<file path="src/spadd_pkg.sv">
// Shared types and constants for the sparse polynomial add/subtract unit.
// Standalone package; used by every module in src but spadd_ram.
package spadd_pkg;

  localparam int MAX_TERMS  = 32;
  localparam int COEFF_BITS = 16;
  localparam int EXP_BITS   = 8;
  localparam int RES_BITS   = COEFF_BITS + 1;
  localparam int ENTRY_BITS = COEFF_BITS + EXP_BITS;

  typedef enum logic [1:0] {
    ACT_APPEND_FIRST  = 2'd0,
    ACT_APPEND_SECOND = 2'd1,
    ACT_COMBINE       = 2'd2
  } action_e;

  typedef struct packed {
    logic [1:0]                   action;
    logic signed [COEFF_BITS-1:0] term_coeff;
    logic [EXP_BITS-1:0]          term_exponent;
  } in_item_t;

  typedef struct packed {
    logic signed [RES_BITS-1:0] result_coeff;
    logic [EXP_BITS-1:0]        result_exponent;
    logic                       last_term;
  } out_item_t;

  // Merge engine status toward the load/control side.
  typedef struct packed {
    logic busy;
    logic done;
  } merge_stat_t;

endpackage

</file>
<file path="src/sparse_polynomial_add_sub_unit.sv">
// Top level of the sparse polynomial add/subtract unit: term loading, counts,
// mode register, two term RAMs and the merge engine. Depends on spadd_pkg,
// spadd_ram and spadd_merge.
//
//   channel   direction  handshake                payload
//   -------   ---------  -----------------------  ---------------------------
//   in        input      in_valid_i / in_stall_o   in_data_i  (in_item_t)
//   out       output     out_valid_o / out_stall_i out_data_o (out_item_t)
//   cfg       input      cfg_we_i                  cfg_wdata_i (subtract mode)
//
// An append transaction leaves the input open; the next one is taken in the cycle after.
// A combine transaction yields N result terms (N up to twice
// MAX_TERMS): the merge reads one head from each RAM per cycle, and the RAM read
// latency closes the loop from one head compare to the next read address.
// in_stall_o stays high from the cycle after a non-empty combine until its last term is
// registered; a stall on the output freezes the merge, holding both pointers.
// Reset clears the counts, the mode and the handshake state; RAM contents stay
// as they are and need no clearing pass, since only entries below the counts
// are ever used.
module sparse_polynomial_add_sub_unit #(
  parameter int MAX_TERMS = spadd_pkg::MAX_TERMS
) (
  input  logic                 clk_i,
  input  logic                 rst_ni,
  input  logic                 in_valid_i,
  output logic                 in_stall_o,
  input  spadd_pkg::in_item_t  in_data_i,
  output logic                 out_valid_o,
  input  logic                 out_stall_i,
  output spadd_pkg::out_item_t out_data_o,
  input  logic                 cfg_we_i,
  input  logic                 cfg_wdata_i
);

  localparam int AW = (MAX_TERMS > 1) ? $clog2(MAX_TERMS) : 1;
  localparam int CW = $clog2(MAX_TERMS + 1);
  localparam int EW = spadd_pkg::ENTRY_BITS;

  logic                   sub_mode_q, sub_mode_d;
  logic [CW-1:0]          cnt1_q, cnt1_d, cnt2_q, cnt2_d;
  logic                   in_fire, start, we1, we2;
  logic [EW-1:0]          wentry, rdata1, rdata2;
  logic [AW-1:0]          raddr1, raddr2;
  spadd_pkg::merge_stat_t stat;

  // Accept input only while the merge engine is idle.
  assign in_stall_o = stat.busy;
  assign in_fire    = in_valid_i && !in_stall_o;

  // Append at the tail; drop terms once a store is full.
  assign we1 = in_fire && (in_data_i.action == spadd_pkg::ACT_APPEND_FIRST)
               && (cnt1_q < CW'(MAX_TERMS));
  assign we2 = in_fire && (in_data_i.action == spadd_pkg::ACT_APPEND_SECOND)
               && (cnt2_q < CW'(MAX_TERMS));
  assign wentry = {in_data_i.term_coeff, in_data_i.term_exponent};

  // A combine of two empty stores emits nothing and changes nothing.
  assign start = in_fire && (in_data_i.action == spadd_pkg::ACT_COMBINE)
                 && ((cnt1_q != '0) || (cnt2_q != '0));

  always_comb begin
    sub_mode_d = cfg_we_i ? cfg_wdata_i : sub_mode_q;
    cnt1_d     = cnt1_q;
    cnt2_d     = cnt2_q;
    if (stat.done) begin
      // Combine consumes both stores.
      cnt1_d = '0;
      cnt2_d = '0;
    end else begin
      if (we1) begin
        cnt1_d = cnt1_q + CW'(1);
      end
      if (we2) begin
        cnt2_d = cnt2_q + CW'(1);
      end
    end
  end

  always_ff @(posedge clk_i or negedge rst_ni) begin
    if (!rst_ni) begin
      sub_mode_q <= 1'b0;
      cnt1_q     <= '0;
      cnt2_q     <= '0;
    end else begin
      sub_mode_q <= sub_mode_d;
      cnt1_q     <= cnt1_d;
      cnt2_q     <= cnt2_d;
    end
  end

  spadd_ram #(
    .WIDTH (EW),
    .DEPTH (MAX_TERMS)
  ) u_ram_first (
    .clk_i   (clk_i),
    .we_i    (we1),
    .waddr_i (cnt1_q[AW-1:0]),
    .wdata_i (wentry),
    .raddr_i (raddr1),
    .rdata_o (rdata1)
  );

  spadd_ram #(
    .WIDTH (EW),
    .DEPTH (MAX_TERMS)
  ) u_ram_second (
    .clk_i   (clk_i),
    .we_i    (we2),
    .waddr_i (cnt2_q[AW-1:0]),
    .wdata_i (wentry),
    .raddr_i (raddr2),
    .rdata_o (rdata2)
  );

  spadd_merge #(
    .MAX_TERMS (MAX_TERMS)
  ) u_merge (
    .clk_i          (clk_i),
    .rst_ni         (rst_ni),
    .start_i        (start),
    .sub_mode_i     (sub_mode_q),
    .first_count_i  (cnt1_q),
    .second_count_i (cnt2_q),
    .first_rdata_i  (rdata1),
    .second_rdata_i (rdata2),
    .first_raddr_o  (raddr1),
    .second_raddr_o (raddr2),
    .stat_o         (stat),
    .out_valid_o    (out_valid_o),
    .out_stall_i    (out_stall_i),
    .out_data_o     (out_data_o)
  );

endmodule

</file>
<file path="src/spadd_ram.sv">
// Generic single-write, single-read RAM with a registered read port.
// No dependencies.
module spadd_ram #(
  parameter int WIDTH = 8,
  parameter int DEPTH = 32,
  localparam int AW = (DEPTH > 1) ? $clog2(DEPTH) : 1
) (
  input  logic             clk_i,
  input  logic             we_i,
  input  logic [AW-1:0]    waddr_i,
  input  logic [WIDTH-1:0] wdata_i,
  input  logic [AW-1:0]    raddr_i,
  output logic [WIDTH-1:0] rdata_o
);

  logic [WIDTH-1:0] mem_q [DEPTH];
  logic [WIDTH-1:0] rdata_q;

  always_ff @(posedge clk_i) begin
    if (we_i) begin
      mem_q[waddr_i] <= wdata_i;
    end
    rdata_q <= mem_q[raddr_i];
  end

  assign rdata_o = rdata_q;

endmodule

</file>
<file path="src/spadd_merge.sv">
// Merge engine: walks both stores by exponent, one result per cycle unless stalled.
// Depends on spadd_pkg; reads the term RAMs through their registered read ports.
module spadd_merge #(
  parameter int MAX_TERMS = spadd_pkg::MAX_TERMS,
  localparam int AW = (MAX_TERMS > 1) ? $clog2(MAX_TERMS) : 1,
  localparam int CW = $clog2(MAX_TERMS + 1)
) (
  input  logic                                clk_i,
  input  logic                                rst_ni,
  input  logic                                start_i,
  input  logic                                sub_mode_i,
  input  logic [CW-1:0]                       first_count_i,
  input  logic [CW-1:0]                       second_count_i,
  input  logic [spadd_pkg::ENTRY_BITS-1:0]    first_rdata_i,
  input  logic [spadd_pkg::ENTRY_BITS-1:0]    second_rdata_i,
  output logic [AW-1:0]                       first_raddr_o,
  output logic [AW-1:0]                       second_raddr_o,
  output spadd_pkg::merge_stat_t              stat_o,
  output logic                                out_valid_o,
  input  logic                                out_stall_i,
  output spadd_pkg::out_item_t                out_data_o
);

  localparam int EB = spadd_pkg::EXP_BITS;
  localparam int CB = spadd_pkg::COEFF_BITS;
  localparam int RB = spadd_pkg::RES_BITS;

  localparam logic ST_IDLE  = 1'b0;
  localparam logic ST_MERGE = 1'b1;

  logic                 state_q, state_d;
  logic [CW-1:0]        i_q, i_d, j_q, j_d, i_inc, j_inc;
  logic                 out_valid_q, out_valid_d;
  spadd_pkg::out_item_t out_q, out_d;

  logic                 have1, have2, take1, take2, adv, last;
  logic [EB-1:0]        e1, e2;
  logic signed [CB-1:0] c1, c2;
  logic signed [RB-1:0] a, b, res;

  assign e1 = first_rdata_i[EB-1:0];
  assign e2 = second_rdata_i[EB-1:0];
  assign c1 = first_rdata_i[EB+CB-1:EB];
  assign c2 = second_rdata_i[EB+CB-1:EB];
  assign a  = {c1[CB-1], c1};
  assign b  = {c2[CB-1], c2};

  always_comb begin
    have1 = i_q < first_count_i;
    have2 = j_q < second_count_i;
    take1 = have1;
    take2 = have2;
    // Larger head exponent wins; equal heads combine.
    if (have1 && have2) begin
      if (e1 > e2) begin
        take2 = 1'b0;
      end else if (e1 < e2) begin
        take1 = 1'b0;
      end
    end
    if (take1 && take2) begin
      res = sub_mode_i ? (a - b) : (a + b);
    end else if (take1) begin
      res = a;
    end else begin
      res = sub_mode_i ? -b : b;
    end
  end

  assign adv   = (state_q == ST_MERGE) && (!out_valid_q || !out_stall_i);
  assign i_inc = i_q + CW'(take1);
  assign j_inc = j_q + CW'(take2);
  assign last  = (i_inc == first_count_i) && (j_inc == second_count_i);

  always_comb begin
    state_d     = state_q;
    i_d         = i_q;
    j_d         = j_q;
    out_d       = out_q;
    out_valid_d = out_valid_q && out_stall_i;
    unique case (state_q)
      ST_IDLE: begin
        if (start_i) begin
          state_d = ST_MERGE;
        end
      end
      ST_MERGE: begin
        if (adv) begin
          out_valid_d           = 1'b1;
          out_d.result_coeff    = res;
          out_d.result_exponent = take1 ? e1 : e2;
          out_d.last_term       = last;
          if (last) begin
            state_d = ST_IDLE;
            i_d     = '0;
            j_d     = '0;
          end else begin
            i_d = i_inc;
            j_d = j_inc;
          end
        end
      end
      default: state_d = ST_IDLE;
    endcase
  end

  always_ff @(posedge clk_i or negedge rst_ni) begin
    if (!rst_ni) begin
      state_q     <= ST_IDLE;
      i_q         <= '0;
      j_q         <= '0;
      out_valid_q <= 1'b0;
    end else begin
      state_q     <= state_d;
      i_q         <= i_d;
      j_q         <= j_d;
      out_valid_q <= out_valid_d;
    end
  end

  always_ff @(posedge clk_i) begin
    out_q <= out_d;
  end

  // Read the next heads while advancing, otherwise re-read the current ones.
  assign first_raddr_o  = adv ? i_d[AW-1:0] : i_q[AW-1:0];
  assign second_raddr_o = adv ? j_d[AW-1:0] : j_q[AW-1:0];

  assign stat_o.busy = (state_q == ST_MERGE);
  assign stat_o.done = adv && last;
  assign out_valid_o = out_valid_q;
  assign out_data_o  = out_q;

endmodule

</file>
<file path="config.mk">
export PLATFORM = sky130hd
export DESIGN_NAME = sparse_polynomial_add_sub_unit
export DESIGN_NICKNAME = d
export VERILOG_FILES = /design/src/spadd_pkg.sv /design/src/sparse_polynomial_add_sub_unit.sv /design/src/spadd_ram.sv /design/src/spadd_merge.sv
export SDC_FILE = /design/constraint.sdc
export NUM_CORES = 2
export LEC_CHECK = 0
export BUFFER_PORTS_ARGS = -buffer_cell sky130_fd_sc_hd__buf_2
export CAP_MARGIN = 20
export CELL_PAD_IN_SITES_DETAIL_PLACEMENT = 0
export CELL_PAD_IN_SITES_GLOBAL_PLACEMENT = 2
export CORE_UTILIZATION = 51
export CTS_CLUSTER_SIZE = 12
export DETAILED_ROUTE_END_ITERATION = 8
export PLACE_DENSITY_LB_ADDON = 0.1
export SYNTH_ARGS = -nofsm -noshare
export SYNTH_HDL_FRONTEND = slang
export SYNTH_SLANG_ARGS = --single-unit
</file>
<file path="constraint.sdc">
create_clock -name clk_i -period 9.85 [get_ports clk_i]
set_clock_uncertainty 0.1 [all_clocks]
set_input_delay 1.97 -clock clk_i [delete_from_list [all_inputs] [get_ports clk_i]]
set_output_delay 1.97 -clock clk_i [all_outputs]
set_load 0.005 [all_outputs]
</file>
# Word level (Yosys, flattened, before mapping)
# Memory sizes are Yosys's and may differ from the RTL's. A register that Yosys moved wholly into a read port is not among the register bits.
# Cells that the tools add are included.
[totals]
mem_bits_rw = 1536
elab_cells = 88
output_inout_bits = 28
inputBits = 32
n_memories = 2
register_bits = 53
[classes]
add_sub_neg = 7
n_eq_ne = 4
magnitude_cmp = 6
reduce_logical = 24
mux = 32
bitwise = 1
[mem_list]
columns = ["memory", "depth", "word_bits", "rd", "rd_ports_with_merged_regs", "wr", "line", "source"]
rows = [
  ["u_ram_first.mem_q", 32, 24, 1, 1, 1, "spadd_ram.sv:16", "logic [WIDTH-1:0] mem_q [DEPTH];"],
  ["u_ram_second.mem_q", 32, 24, 1, 1, 1, "spadd_ram.sv:16", ""],
]
[op_table]
columns = ["op", "n"]
rows = [
  ["$mux 17", 4],
  ["$mux 6", 6],
  ["$mux 5", 6],
  ["$add 16x16->17", 1],
  ["$neg 16->17", 1],
  ["$sub 16x16->17", 1],
  ["$mux 1", 14],
  ["$logic_and 1x1->1", 13],
  ["$add 6x1->6", 2],
  ["$add 6x1->6 const B", 2],
  ["$eq 6x6->1", 2],
  ["$lt 6x6->1", 2],
  ["$lt 6x6->1 const B", 2],
  ["$reduce_bool 6->1", 2],
  ["$gt 8x8->1", 1],
  ["$lt 8x8->1", 1],
  ["$mux 8", 1],
  ["$reduce_bool 2->1", 2],
  ["$logic_not 1->1", 3],
  ["$eq 2x1->1 const B", 1],
  ["$eq 2x2->1 const B", 1],
  ["$logic_not 2->1", 1],
  ["$logic_or 1x1->1", 2],
  ["$pmux 1 s2", 1],
  ["2 further kinds", 2],
]

# Depth between registers and ports, before layout
[logic_depth]
ltp_word = 11
mapped_depth = 27
ltp_nobuf = 22

# Modules after synthesis
# Synthesis repeated with hierarchy kept, for this count alone.
[hier_totals]
hier_cells = 3981
area_unflattened_um2 = 65816.9
[modules_own_cells]
columns = ["module", "cells_each", "instances", "seq_area_each_um2", "area_each_um2"]
rows = [
  ["spadd_ram", 1711, 2, 23542.6, 30483.0],
  ["spadd_merge", 480, 1, 1131.1, 4082.7],
  ["sparse_polynomial_add_sub_unit", 79, 1, 325.3, 768.2],
]

# Worst setup path before layout
# Ideal clock, no wire load.
[synth_timing]
kind = "register -> register"
startpoint = "register cnt1_q[2]"
endpoint = "register u_ram_second.rdata_q[10], in the netlist u_ram_second.rdata_o[10], read port of u_ram_second.mem_q"
arrival_ps = 5142
path_buffers = 5
setup_ps = 134
required_ps = 9616
period_less_slack_ps = 5376
path_slack_ps = 4474
path_stages_with_launch = 26
cell_sequence = "dfrtp_1 clkbuf_1 inv_1 ha_1 a21oi_1 nor2_1 a2111oi_0 o21ai_0 clkinv_1 buf_1 ha_1 ha_1 xnor2_2 xnor2_1 nor4_4 nand3_1 or2_4 nand2_4 inv_2 buf_6 buf_6 buf_6 a221oi_2 nor3_1 a221o_1 or4_1"
[synth_via]
elab_chain_cells = 11
elab_cells_between_ends = 15
cone_classes = "add/sub (2); order compare (1); eq/ne (2); mux (8); reduce/logical (2)"
[synth_lines]
columns = ["item", "line", "source"]
rows = [
  ["start: declaration", "sparse_polynomial_add_sub_unit.sv:40", "logic [CW-1:0] cnt1_q, cnt1_d, cnt2_q, cnt2_d;"],
  ["start signal: assignment", "sparse_polynomial_add_sub_unit.sv:86", "cnt1_q <= cnt1_d;"],
  ["$lt 6x6->1", "spadd_merge.sv:49", "have1 = i_q < first_count_i;"],
  ["$mux 1", "spadd_merge.sv:57", "end else if (e1 < e2) begin"],
  ["$mux 1", "spadd_merge.sv:55", "if (e1 > e2) begin"],
  ["$mux 1", "spadd_merge.sv:54", "if (have1 && have2) begin"],
  ["$add 6x1->6", "spadd_merge.sv:71", "assign i_inc = i_q + CW'(take1);"],
  ["$eq 6x6->1", "spadd_merge.sv:73", "assign last = (i_inc == first_count_i) && (j_inc == second_count_i);"],
  ["$logic_and 1x1->1", "spadd_merge.sv:73", ""],
  ["$mux 6 *", "spadd_merge.sv:93", "if (last) begin"],
  ["$mux 5 *", "spadd_merge.sv:88", "if (adv) begin"],
  ["$mux 5 *", "spadd_merge.sv:81", "unique case (state_q)"],
  ["$mux 5 *", "spadd_merge.sv:127", "assign second_raddr_o = adv ? j_d[AW-1:0] : j_q[AW-1:0];"],
  ["end: declaration", "spadd_ram.sv:17", "logic [WIDTH-1:0] rdata_q;"],
]
# Every way passes the cells marked *; elsewhere a longest branch is shown, timed or not.
# A chain may end at the register's enable or synchronous reset.

# Final worst setup path
[layout_timing]
startpoint = "register cnt2_q[2]"
endpoint = "register u_ram_first.rdata_q[16], in the netlist u_ram_first.rdata_o[16], read port of u_ram_first.mem_q"
[layout_via]
elab_chain_cells = 10
elab_cells_between_ends = 14
cone_classes = "add/sub (2); order compare (1); eq/ne (2); mux (7); reduce/logical (2)"
[layout_lines]
columns = ["item", "line", "source"]
rows = [
  ["start: declaration", "sparse_polynomial_add_sub_unit.sv:40", ""],
  ["start signal: assignment", "sparse_polynomial_add_sub_unit.sv:87", "cnt2_q <= cnt2_d;"],
  ["$lt 6x6->1", "spadd_merge.sv:50", "have2 = j_q < second_count_i;"],
  ["$mux 1 / $logic_and 1x1->1 (equally long branches)", "spadd_merge.sv:55, spadd_merge.sv:54", ""],
  ["$mux 1", "spadd_merge.sv:54", ""],
  ["$add 6x1->6, on equally long branches", "spadd_merge.sv:72, spadd_merge.sv:71", ""],
  ["$eq 6x6->1", "spadd_merge.sv:73", ""],
  ["$logic_and 1x1->1", "spadd_merge.sv:73", ""],
  ["$mux 6 *", "spadd_merge.sv:93", ""],
  ["$mux 5 *", "spadd_merge.sv:88", ""],
  ["$mux 5 *", "spadd_merge.sv:81", ""],
  ["named net u_merge.i_d[1]", "spadd_merge.sv:32", "logic [CW-1:0] i_q, i_d, j_q, j_d, i_inc, j_inc;"],
  ["$mux 5 *", "spadd_merge.sv:126", "assign first_raddr_o = adv ? i_d[AW-1:0] : i_q[AW-1:0];"],
  ["end: declaration", "spadd_ram.sv:17", ""],
]
# Mark *: on every way through the listed nets, which the timed path passes. The rest lies on a longest branch.

==> results by group <==
Outcome
  – Status: complete, no violations

CTS
  – Clock Tree Buf Depth: 3
  – CTS Hold Bufs: 0
  – Reg clk slew, reported paths: 0.06 ns
  – # resized after CTS: 0
  – CTS Root Cell: clkbuf_16
  – Total CTS buffers: 168
  – Depth of the CTS H-tree: 4
  – CTS tree: built
  – Clk Latency, worst-skew pair: 0.81 ns
  – CTS Sinks: 1637
  – Post-CTS Setup Bufs: 0

GRT
  – Number of global-route vias before repair: 37144
  – Largest net degree at the start of global routing: 137
  – Grt ovf: 0
  – GRT Util Overall: 30.34%
  – Global-route wire length before repair: 273900 um
  – Initial antenna violation count: 9

Critical path
  – R2R setup slack: 2.41 ns
  – Setup crit end: u_ram_first.rdata_o[16]
  – Worst EP arrival: 7.98 ns
  – CP endpoint kind: flop
  – Critical Path Start: cnt2_q[2]
  – Slowest CP cell: nand2_2
  – RR Endpoint: u_ram_first.rdata_o[16]
  – Crit Reg-Reg Startpoint: cnt2_q[2]
  – Crit path max fanout: 31
  – Startpoint types: flop
  – Worst path cell trace: inv_1, ha_1, a21o_1, a21oi_1, o21ai_0, o21ai_2, buf_4, clkinv_1, ha_1, ha_1, xnor2_2, xnor2_1, nor4_4, nand4_2, inv_2, a21oi_1, nand2_2, buf_4, o2111ai_1, nor3_1, nor4_1
  – Most common cell on crit path: ha_1
  – Worst EP required: 10.39 ns
  – Crit path kind: flop to flop
  – Critical Path Max Stage Delay: 0.63 ns
  – R2r worst-path depth: 21

Die
  – Core area: 124100 um2
  – Starting Density: 51.63%
  – Width of the die: 356.5 um
  – Die height: 356.5 um
  – DIE AREA: 127100 um2
  – Rows: 129
  – # IOs: 60

Pwr
  – Worst vdd rail ir drop: 365.5 uV
  – Comb power frac: 41.2%
  – Pwr Density: 334.8 nW/um2
  – Switching share of power: 40.20%
  – Clock Power Share: 24.8%
  – Flop pwr share: 34.0%
  – Switching pwr: 0.009688 W
  – Pint: 0.01441 W
  – Pleak: 23.10 nW
  – Final Total Pwr: 0.02410 W

Timing
  – Max transition margin: 27.35%
  – Setup violators final: 0
  – Final Hold Viols: 0
  – F_max: 0.1344 GHz
  – Tcrit/Tclk final: 75.52%
  – RSZ-0062 raised after global routing: no
  – Setup TNS: 0 ns
  – Crit path time final: 7.439 ns
  – Max-slew violations: 0
  – Slew @ Worst Pin: 1.090 ns

Logic synthesis
  – Largest family of logic cells by synthesized area: compound AO/OA/AOI/OAI gates
  – Yosys Warn Count: 0
  – Asr flop ratio synth: 1.649%
  – Mux share of post-synthesis cell area: 0.8005%
  – Main synth FF type: edfxtp_1
  – Xor and xnor area share after synthesis: 0.9118%
  – Number of synthesized flops with an enable pin: 1562
  – Syn nets: 4160
  – Register area share after synthesis: 75.75%
  – Post-Synthesis Cell Area: 64080 um2
  – Synthesized area per cell: 15.71 um2
  – Compound-cell area share of the yosys netlist: 13.00%
  – Flops & latches, synth: 1637
  – Synth Area in Adders: 0.9489%
  – Post-Synth Simple-Gate Area: 6.457%
  – Yosys cell types: 82
  – Post-Syn Instances: 4080

Routing
  – DRT iter0 DRCs: 4749
  – Via density: 6.540
  – Post-route ant nets: 0
  – Routed via count: 38853
  – WL per Instance: 32.41 um
  – # DRC: 0
  – DR pass1 iterations: 6
  – WL final: 192500 um

Hold path
  – Hold Crit Class: flop to flop

Finish
  – Synthesis-to-finish area growth: 12.33%
  – Share of cells above drive strength 1: 12.91%
  – Post-Layout Cell Count: 5941
  – Post-layout util: 57.99%
  – Nets: 4250

Place
  – Post-Place Cells: 5637
  – Detail Placement HPWL: 108800 um
  – I/O Buffers: 59
  – GPL Wtd Cong: 0.8618

Flow run
  – Max Cap Viol: 0
-- cells by family (layout without fill, tap and decap cells) --
| kind of cell | Yosys count | count (layout) |
|---|---|---|
| muxes | 50 | 50 |
| other | 0 | 4 |
| xor gates and xnor gates | 65 | 65 |
| and+or+nand+nor | 883 | 883 |
| adders and majority gates | 48 | 48 |
| buffers and inverters | 334 | 554 |
| AOI/OAI and AO/OA | 1063 | 1063 |
| DFF | 1637 | 1637 |
-- flip-flops by register name, summed over array words and instances, names as in the netlist --
name                  flops
u_ram_second.rdata_o     24
u_ram_second.mem_q      768
u_merge.state_q           1
cnt1_q                    6
cnt2_q                    6
u_merge.out_valid_o       1
u_merge.i_q               6
u_ram_first.mem_q       768
u_ram_first.rdata_o      24
u_merge.out_data_o       26
u_merge.j_q               6
sub_mode_q                1
-- critical path, delay by kind of cell, from the launching register on --
family,cells,cell delay [ns]
adder cells (fa/ha/maj),3,1.03
AND/OR/NAND/NOR,5,2.00
AO/OA/AOI/OAI,6,1.23
buffers and inverters,5,2.01
XOR/XNOR,2,0.34
flip-flops,1,0.52
-- how the worst min path moves through the flow --
stage | startpoint | to | slack, ns | depth (start not counted)
2_1_floorplan | u_merge.out_valid_o | u_merge.out_valid_o | 0.39 | 2
3_3_place_gp | u_merge.i_q[5] | u_merge.i_q[5] | 0.45 | 1
3_5_place_dp | u_merge.i_q[5] | u_merge.i_q[5] | 0.47 | 1
4_1_cts | u_merge.i_q[5] | u_merge.i_q[5] | 0.48 | 1
5_1_grt | u_merge.i_q[5] | u_merge.i_q[5] | 0.49 | 1
6_report | u_merge.i_q[5] | u_merge.i_q[5] | 0.47 | 1
-- cells in the final DEF (no fill, tap or decap), types with 33 or more instances in the layout --
| cell | count |
|---|---|
| buf_2 | 61 |
| or3_1 | 35 |
| a32o_1 | 46 |
| edfxtp_1 | 1562 |
| o21ai_0 | 33 |
| dfxtp_1 | 48 |
| buf_4 | 148 |
| a21oi_1 | 169 |
| inv_1 | 33 |
| nand3_1 | 52 |
| a221o_1 | 115 |
| nand2_1 | 436 |
| a22o_1 | 49 |
| clkbuf_1 | 71 |
| o22ai_1 | 142 |
| ha_1 | 47 |
| a221oi_1 | 247 |
| a22oi_1 | 52 |
| xnor2_1 | 46 |
| nor3_1 | 64 |
| nor2_1 | 69 |
| clkbuf_16 | 174 |
| nor2_2 | 52 |
| nor4_1 | 47 |
| mux2i_1 | 39 |
-- routing by layer --
| layer | routed length (um) | vias to the layer above | GRT usage [%] |
|---|---|---|---|
| met5 | 28 | - | 0 |
| met4 | 7605 | 4 | 12.15 |
| met3 | 12900 | 285 | 4.256 |
| met2 | 95300 | 1601 | 50.15 |
| met1 | 76690 | 20140 | 40.71 |
| li1 | - | 16823 | - |
-- per-stage QoR --
step                      setup WS, ns  hold WS (ns)  cell area, um2
final                            2.411        0.4670           71980
after CTS                        2.300        0.4760           71970
after global placement           1.478        0.4514           66830
after detailed placement         2.356        0.4668           66900
after global routing             1.867        0.4888           71970
after floorplan                  4.474        0.3910           64080
-- power groups by stage --
stage,Clock (W),Sequential [W],Combinational (W)
global placement,0,0.00834,0.00995
global route,0.00630,0.00820,0.0106
finish,0.00597,0.00820,0.00993
CTS,0.00603,0.00819,0.0100
floorplan,0,0.00813,0.00627
detailed placement,0,0.00833,0.00997
-- synthesized netlist by cell type (all sizes together) (6+ instances only) --
library cell | n | area (um2)
a2111oi | 28 | 264.0
a211oi | 10 | 75.07
a21o | 7 | 52.55
a21oi | 170 | 850.8
a221o | 115 | 1151
a221oi | 260 | 2359
a22o | 49 | 429.2
a22oi | 52 | 390.4
a2bb2oi | 24 | 210.2
a31oi | 9 | 56.30
a32o | 46 | 460.4
a32oi | 23 | 201.4
and2 | 9 | 56.31
and3 | 6 | 37.54
and4b | 24 | 240.2
buf | 75 | 396.6
clkbuf | 219 | 822.0
dfrtp | 27 | 675.7
dfxtp | 48 | 960.9
edfxtp | 1562 | 46900
ha | 47 | 588.1
inv | 38 | 142.6
mux2 | 10 | 112.6
mux2i | 40 | 400.4
nand2 | 440 | 1659
nand2b | 10 | 62.56
nand3 | 55 | 292.8
nand4 | 11 | 75.07
nor2 | 135 | 506.7
nor2b | 7 | 43.79
nor3 | 65 | 325.3
nor4 | 50 | 334.1
o2111ai | 25 | 219.0
o21ai | 39 | 202.7
o22ai | 144 | 900.9
o31ai | 24 | 180.2
or3 | 35 | 219.0
or4 | 25 | 191.4
xnor2 | 49 | 436.7
xor2 | 16 | 147.7
-- layout make-up --
| type | count | area, um2 |
|---|---|---|
| inverters | 40 | 160.2 |
| flip-flops and latches | 1637 | 48540 |
| diodes | 4 | 10.01 |
| repair buffers | 214 | 1524 |
| fillers | 9607 | 52140 |
| clock inverters | 46 | 329.1 |
| well taps | 1637 | 2048 |
| multi-input cells | 2109 | 14620 |
| clock buffers | 254 | 4745 |
Power figures use the tool's default switching activity.
